[src/rtl/msd_pkg.sv]
// Shared types, character codes and the Morse code table for the Morse symbol decoder.
// No dependencies; used by msd_decode and morse_symbol_decoder.
`timescale 1ns / 1ps

package msd_pkg;

  localparam logic [7:0] ChDot     = 8'h2E;
  localparam logic [7:0] ChDash    = 8'h2D;
  localparam logic [7:0] ChSubmit  = 8'h2A;
  localparam logic [7:0] ChSpace   = 8'h20;
  localparam logic [7:0] ChUnknown = 8'h3F;

  typedef struct packed {
    logic       action;
    logic [7:0] char_in;
  } msd_in_t;

  typedef struct packed {
    logic [7:0] out_char;
    logic       unknown_code;
  } msd_out_t;

  // Table index is (1 << length) + code for lengths 1 to 5, with the oldest
  // symbol in the highest code bit and a dash as 1. Zero means no entry.
  function automatic logic [7:0] code_char(input logic [5:0] idx);
    logic [7:0] c;
    case (idx)
      6'd2:  c = "E";
      6'd3:  c = "T";
      6'd4:  c = "I";
      6'd5:  c = "A";
      6'd6:  c = "N";
      6'd7:  c = "M";
      6'd8:  c = "S";
      6'd9:  c = "U";
      6'd10: c = "R";
      6'd11: c = "W";
      6'd12: c = "D";
      6'd13: c = "K";
      6'd14: c = "G";
      6'd15: c = "O";
      6'd16: c = "H";
      6'd17: c = "V";
      6'd18: c = "F";
      6'd20: c = "L";
      6'd22: c = "P";
      6'd23: c = "J";
      6'd24: c = "B";
      6'd25: c = "X";
      6'd26: c = "C";
      6'd27: c = "Y";
      6'd28: c = "Z";
      6'd29: c = "Q";
      6'd32: c = "5";
      6'd33: c = "4";
      6'd35: c = "3";
      6'd39: c = "2";
      6'd47: c = "1";
      6'd48: c = "6";
      6'd56: c = "7";
      6'd60: c = "8";
      6'd62: c = "9";
      6'd63: c = "0";
      default: c = 8'h00;
    endcase
    return c;
  endfunction

endpackage

[src/rtl/msd_decode.sv]
// Combinational step of the Morse symbol decoder: next pending sequence and result.
// Depends on msd_pkg for the beat types, character codes and the code table.
`timescale 1ns / 1ps

module msd_decode #(
  parameter int MAX_SYMBOLS = 5,
  parameter int CntW        = $clog2(MAX_SYMBOLS + 2)
) (
  input  msd_pkg::msd_in_t       item_i,
  input  logic [MAX_SYMBOLS-1:0] bits_i,
  input  logic [CntW-1:0]        count_i,
  output logic [MAX_SYMBOLS-1:0] bits_o,
  output logic [CntW-1:0]        count_o,
  output logic                   emit_o,
  output msd_pkg::msd_out_t      result_o
);

  localparam logic [CntW-1:0] MaxCnt  = CntW'(MAX_SYMBOLS);
  localparam logic [CntW-1:0] OvflCnt = CntW'(MAX_SYMBOLS + 1);

  logic [5:0] idx;
  logic [7:0] table_char;

  // Only lengths one to five have table entries; longer lengths and the
  // overflow mark fall through to an empty index and decode as unknown.
  always_comb begin
    case (count_i)
      CntW'(1): idx = 6'd2  + {5'd0, bits_i[0]};
      CntW'(2): idx = 6'd4  + {4'd0, bits_i[1:0]};
      CntW'(3): idx = 6'd8  + {3'd0, bits_i[2:0]};
      CntW'(4): idx = 6'd16 + {2'd0, bits_i[3:0]};
      CntW'(5): idx = 6'd32 + {1'd0, bits_i[4:0]};
      default:  idx = 6'd0;
    endcase
  end

  assign table_char = msd_pkg::code_char(idx);

  always_comb begin
    bits_o   = bits_i;
    count_o  = count_i;
    emit_o   = 1'b0;
    result_o = '{out_char: item_i.char_in, unknown_code: 1'b0};
    if (item_i.action) begin
      bits_o  = '0;
      count_o = '0;
      emit_o  = 1'b1;
    end else if (item_i.char_in == msd_pkg::ChDot || item_i.char_in == msd_pkg::ChDash) begin
      if (count_i < MaxCnt) begin
        bits_o  = {bits_i[MAX_SYMBOLS-2:0], item_i.char_in == msd_pkg::ChDash};
        count_o = count_i + CntW'(1);
      end else begin
        count_o = OvflCnt;
      end
    end else if (item_i.char_in == msd_pkg::ChSubmit) begin
      if (count_i != '0) begin
        emit_o  = 1'b1;
        bits_o  = '0;
        count_o = '0;
        if (table_char != 8'h00) begin
          result_o.out_char = table_char;
        end else begin
          result_o = '{out_char: msd_pkg::ChUnknown, unknown_code: 1'b1};
        end
      end
    end else if (item_i.char_in == msd_pkg::ChSpace) begin
      emit_o = 1'b1;
    end
  end

endmodule

[src/rtl/morse_symbol_decoder.sv]
// Top level of the Morse symbol decoder: input register, decode step, result register.
// Depends on msd_pkg and msd_decode.
`timescale 1ns / 1ps

// One character enters per beat and its result, if it has one, goes via the
// input register and leaves the result register when the output is ready. With
// the output side ready the block takes one item every cycle; the input
// register keeps accepting while a result waits, so a stall costs at most one
// buffered item before in_ready_o drops. The pending dot/dash sequence updates
// only when an item moves from the input register into the decode step.
module morse_symbol_decoder #(
  parameter int MAX_SYMBOLS = 5
) (
  input  logic              clk_i,
  input  logic              rst_ni,
  input  logic              in_valid_i,
  output logic              in_ready_o,
  input  msd_pkg::msd_in_t  in_data_i,
  output logic              out_valid_o,
  input  logic              out_ready_i,
  output msd_pkg::msd_out_t out_data_o
);

  localparam int CntW = $clog2(MAX_SYMBOLS + 2);

  logic                   item_valid_q;
  msd_pkg::msd_in_t       item_q;
  logic [MAX_SYMBOLS-1:0] bits_q, bits_d;
  logic [CntW-1:0]        count_q, count_d;
  logic                   out_valid_q;
  msd_pkg::msd_out_t      out_q;
  logic                   emit;
  msd_pkg::msd_out_t      result;
  logic                   advance;

  // The buffered item moves on once the result register is free or draining.
  assign advance    = item_valid_q && (!out_valid_q || out_ready_i);
  assign in_ready_o = !item_valid_q || advance;

  msd_decode #(
    .MAX_SYMBOLS(MAX_SYMBOLS),
    .CntW       (CntW)
  ) u_decode (
    .item_i  (item_q),
    .bits_i  (bits_q),
    .count_i (count_q),
    .bits_o  (bits_d),
    .count_o (count_d),
    .emit_o  (emit),
    .result_o(result)
  );

  always_ff @(posedge clk_i or negedge rst_ni) begin
    if (!rst_ni) begin
      item_valid_q <= 1'b0;
      bits_q       <= '0;
      count_q      <= '0;
      out_valid_q  <= 1'b0;
    end else begin
      if (in_ready_o) begin
        item_valid_q <= in_valid_i;
      end
      if (advance) begin
        bits_q      <= bits_d;
        count_q     <= count_d;
        out_valid_q <= emit;
      end else if (out_ready_i) begin
        out_valid_q <= 1'b0;
      end
    end
  end

  always_ff @(posedge clk_i) begin
    if (in_ready_o && in_valid_i) begin
      item_q <= in_data_i;
    end
    if (advance && emit) begin
      out_q <= result;
    end
  end

  assign out_valid_o = out_valid_q;
  assign out_data_o  = out_q;

endmodule
[config.mk]
export PLATFORM = sky130hd
export DESIGN_NAME = morse_symbol_decoder
export DESIGN_NICKNAME = d
export VERILOG_FILES = /design/src/rtl/msd_pkg.sv /design/src/rtl/msd_decode.sv /design/src/rtl/morse_symbol_decoder.sv
export SDC_FILE = /design/constraint.sdc
export NUM_CORES = 1
export LEC_CHECK = 0
export ABC_CLOCK_PERIOD_IN_PS = 3090
export BUFFER_PORTS_ARGS = -buffer_cell sky130_fd_sc_hd__buf_2
export CAP_MARGIN = 20
export CORE_AREA = 2 2 71 73
export DETAILED_ROUTE_END_ITERATION = 16
export DIE_AREA = 0 0 73 75
export PLACE_DENSITY_LB_ADDON = 0.08
export SKIP_CTS_REPAIR_TIMING = 1
export SLEW_MARGIN = 0
export SYNTH_ARGS = -nofsm -noshare
export SYNTH_HDL_FRONTEND = slang
export SYNTH_SLANG_ARGS = --single-unit
[constraint.sdc]
create_clock -name clk_i -period 3.09 [get_ports clk_i]
set_input_delay 0.618 -clock clk_i [delete_from_list [all_inputs] [get_ports clk_i]]
set_output_delay 0.618 -clock clk_i [all_outputs]
set_load 0.05 [all_outputs]
==> impl_summary.txt <==
----------------------------------------------------
[CTS]
  Clock buffers created by TritonCTS ... 3
  Number of sinks handled by clock tree synthesis ... 28
  TritonCTS clock tree ... built
  Clock-pin slew on the worst setup and hold paths ... 0.10 ns
  Root buffer cell ... sky130_fd_sc_hd__clkbuf_8
  Htree depth ... 1
  Later-pin clock latency in the skew report ... 0.27 ns
  Maximum number of buffers from clock root to sink ... 2

[Finish]
  Leading cell types in the layout, fill and taps excluded ... sky130_fd_sc_hd__buf_4 (30), sky130_fd_sc_hd__buf_2 (23), sky130_fd_sc_hd__edfxtp_1 (18), sky130_fd_sc_hd__nand2_1 (16), sky130_fd_sc_hd__inv_1 (14)
  Signed area change from the synthesized netlist to the final layout ... 30.1%
  Ratio of cells with drive above 1 in the final layout ... 42.3%
  Ant diodes ... 0
  Most frequent standard cell in the layout excluding fill and tap cells ... sky130_fd_sc_hd__buf_4
  Final layout net count ... 309
  Fillers ... 373
  Post-route design area ... 0.00294 mm^2
  Share of the core filled with cells in the final layout ... 63.2%
  Final std cells w/o fill ... 335

[Floorplanning]
  Overall die width ... 73 um
  # IOs ... 24
  Vertical die dimension ... 75 um
  Initial core utilization ... 48.5%
  Die Area ... 0.00548 mm^2
  Row count ... 25
  Core Box Area ... 0.00466 mm^2

[Logic synthesis]
  Number of warnings reported in the yosys synthesis log ... 0
  Number of enable flip-flop cells after synthesis ... 18
  Post-synthesis cell count ... 227
  Synthesized Nets ... 254
  Post-synthesis sequential area ratio ... 35.0%
  Primary flip-flop cell chosen by synthesis mapping ... sky130_fd_sc_hd__edfxtp_1
  Synthesized cell area ... 0.00226 mm^2
  Largest area contributor in the netlist ... sky130_fd_sc_hd__edfxtp_1
  Distinct cell type count of the synthesized netlist ... 75
  Async set-or-reset flop fraction in the synthesized netlist ... 35.7%
  Synth Register Bits ... 28
  Fraction of post-synthesis cell area in the top cell type by area ... 23.9%
  Most area-consuming cells after synthesis ... sky130_fd_sc_hd__edfxtp_1 (24%), sky130_fd_sc_hd__dfrtp_1 (11%), sky130_fd_sc_hd__ha_1 (7.7%), sky130_fd_sc_hd__inv_1 (2.8%), sky130_fd_sc_hd__nand2_1 (2.8%)
  Syn Area/Cell ... 9.97 um^2

[Route]
  Total iterations of the first detailed-routing run ... 5
  Drt initial violations ... 173
  Ratio of routed vias to standard cells ... 5.98
  Number of nets with antenna violations after routing ... 0
  Routed via count ... 2003
  Post-detailed-routing wire length ... 5860 um
  Routed length per placed instance ... 17.5 um
  Remaining routing DRC violations ... 0

[Critical path]
  Register-to-register path setup slack ... 0.08 ns
  Worst Setup EP ... out_data_o[5]
  Number of cells on the worst reg-to-reg path ... 11
  Required time of the worst setup path ... 3.11 ns
  Startpoint type of the worst setup path ... flip-flop
  Launch point of the worst path ... count_q[1]
  Kind of capture point of the worst setup path ... flip-flop
  Setup Crit Path Kind ... reg2reg
  Maximum fanout along the worst path ... 6
  Arr. time, crit path ... 3.03 ns
  Origin of the critical flop-to-flop path ... count_q[1]
  RR Endpoint ... out_data_o[5]

[Place]
  Instance area after placement ... 0.00257 mm^2
  Final weighted congestion in routability-driven placement ... 0.869
  HPWL after detailed placement ... 4010 um
  Placed Cells incl. Taps ... 317
  Post-Place Worst Slack ... -0.0276 ns
  Number of port buffers ... 23

[Timing]
  Highest achievable clock rate ... 332 MHz
  Final critical-path required period ... 3.01 ns
  Setup skew after layout ... 0.00612 ns
  Post-route fraction of the period consumed by the critical path ... 97.4%
  Actual slew at the worst max-slew pin ... 0.615 ns
  Final number of max-transition violations ... 0
  Fin worst setup slack ... 0.0808 ns
  Headroom to the max-slew limit ... 58.4%
  Count of final hold-check violations ... 0
  Final-report setup violation count ... 0

[Global route]
  Global Route Usage Sum ... 19.9%
  Antenna violations before repair ... 0
  Number of global-route vias before repair ... 1782
  Leftover overflow at the end of global routing ... 0
  Largest net degree at the start of global routing ... 17
  Global-route wire length before repair ... 8410 um

[Power and ir drop]
  Largest voltage drop on the vdd net ... 285 uV
  Overall power ... 0.769 mW
  Proportion of power drawn by flip-flops and latches ... 56.2%
  Clock group share of total power ... 33.0%
  Switching component of the power ... 0.184 mW
  Pint ... 0.585 mW
  Leakage component of the power ... 1.21 nW
  Power share of the combinational group ... 10.8%
  Switching power share of the total ... 23.9%
  Power Density ... 261 mW/mm^2

[Run]
  Max-cap violation count ... 0

[Worst hold path]
  Worst hold path class ... in2async

[Status]
  Run status ... complete, no violations

----------------------------------------------------
-- critical path, cell delays in order (launching register included) --
cell and delay, ns:
sky130_fd_sc_hd__dfrtp_1 0.44, sky130_fd_sc_hd__ha_2 0.23, sky130_fd_sc_hd__ha_4 0.17, sky130_fd_sc_hd__buf_4 0.15, sky130_fd_sc_hd__a211o_1 0.28, sky130_fd_sc_hd__o21ai_4 0.25
sky130_fd_sc_hd__o21ai_2 0.11, sky130_fd_sc_hd__a2111oi_4 0.43, sky130_fd_sc_hd__o21ai_1 0.17, sky130_fd_sc_hd__nand3_4 0.12, sky130_fd_sc_hd__nor4_4 0.05, sky130_fd_sc_hd__or3_1 0.35
-- state kept, by name (all words and copies together) (netlist names) --
signal	cells
item_q	9
out_data_o	9
bits_q	5
count_q	3
item_valid_q	1
out_valid_o	1
-- per-stage QoR --
stage          hold WS (ns)  TNS, ns
2_1_floorplan         0.322        0
4_1_cts               0.183  -0.0903
5_1_grt               0.185   -0.166
6_report              0.181        0
3_5_place_dp          0.446  -0.0462
3_3_place_gp          0.448        0
-- cells by family after synthesis --
family | after synthesis | synth area share, %
AND/OR/NAND/NOR | 78 | 20.1
XOR/XNOR | 2 | 0.774
multiplexers | 9 | 4.65
AO/OA/AOI/OAI | 69 | 26.4
buffers and inverters | 27 | 5.42
adder cells (fa/ha/maj) | 14 | 7.74
flip-flops | 28 | 35.0
-- worst min path at each step --
stage                     startpoint       endpoint  slack [ns]  cells after the start
after floorplan               rst_ni      bits_q[0]        0.32                      0
after global placement     item_q[7]  out_data_o[8]        0.45                      0
after detailed placement   item_q[7]  out_data_o[8]        0.45                      0
after CTS                     rst_ni   item_valid_q        0.18                      1
after global routing          rst_ni   item_valid_q        0.18                      1
final                         rst_ni   item_valid_q        0.18                      1
-- power by group through the flow --
stage | combinational [mW] | sequential, mW | clock (mW)
floorplan | 0.0284 | 0.467 | 0
global placement | 0.0829 | 0.440 | 0
detailed placement | 0.0834 | 0.440 | 0
CTS | 0.0836 | 0.432 | 0.265
global route | 0.0901 | 0.434 | 0.275
finish | 0.0831 | 0.432 | 0.254
-- cell type report --
type / instances / area, um^2 / share of cell area [%]
multi-input combinational: 173 / 1540 / 52.2
sequential: 28 / 791 / 26.9
timing repair buffer: 58 / 414 / 14.1
inverter: 18 / 67.6 / 2.29
tap: 54 / 67.6 / 2.29
clock buffer: 4 / 66.3 / 2.25
-- synth_stat cells (2+ instances only) --
master,number
sky130_fd_sc_hd__or3_1,4
sky130_fd_sc_hd__or4_1,2
sky130_fd_sc_hd__a32oi_1,2
sky130_fd_sc_hd__nand3b_1,2
sky130_fd_sc_hd__a21o_1,5
sky130_fd_sc_hd__a22oi_1,2
sky130_fd_sc_hd__o21ai_4,2
sky130_fd_sc_hd__a211oi_1,2
sky130_fd_sc_hd__mux2i_1,6
sky130_fd_sc_hd__o21ai_0,12
sky130_fd_sc_hd__dfrtp_1,10
sky130_fd_sc_hd__mux2_2,2
sky130_fd_sc_hd__nand3_2,2
sky130_fd_sc_hd__a21oi_1,9
sky130_fd_sc_hd__a211o_1,2
sky130_fd_sc_hd__o2111ai_1,2
sky130_fd_sc_hd__buf_2,5
sky130_fd_sc_hd__nand2_1,17
sky130_fd_sc_hd__xor2_1,2
sky130_fd_sc_hd__nor3_1,3
sky130_fd_sc_hd__nand2b_1,5
sky130_fd_sc_hd__nand3_1,10
sky130_fd_sc_hd__nor4_1,2
sky130_fd_sc_hd__and2_1,5
sky130_fd_sc_hd__inv_1,17
sky130_fd_sc_hd__edfxtp_1,18
sky130_fd_sc_hd__nand4_1,2
sky130_fd_sc_hd__buf_4,2
sky130_fd_sc_hd__o311a_1,2
sky130_fd_sc_hd__nor2b_1,2
sky130_fd_sc_hd__nor2_1,11
sky130_fd_sc_hd__o22ai_1,2
sky130_fd_sc_hd__ha_1,14
-- routing by layer --
| metal | GRT usage [%] | wire length, um |
|---|---|---|
| met3 | 3.35 | 422 |
| met4 | 5.76 | 245 |
| met1 | 27.6 | 2480 |
| met5 | 0 | 0 |
| met2 | 32.2 | 2710 |
(Power assumes the default switching activity.)
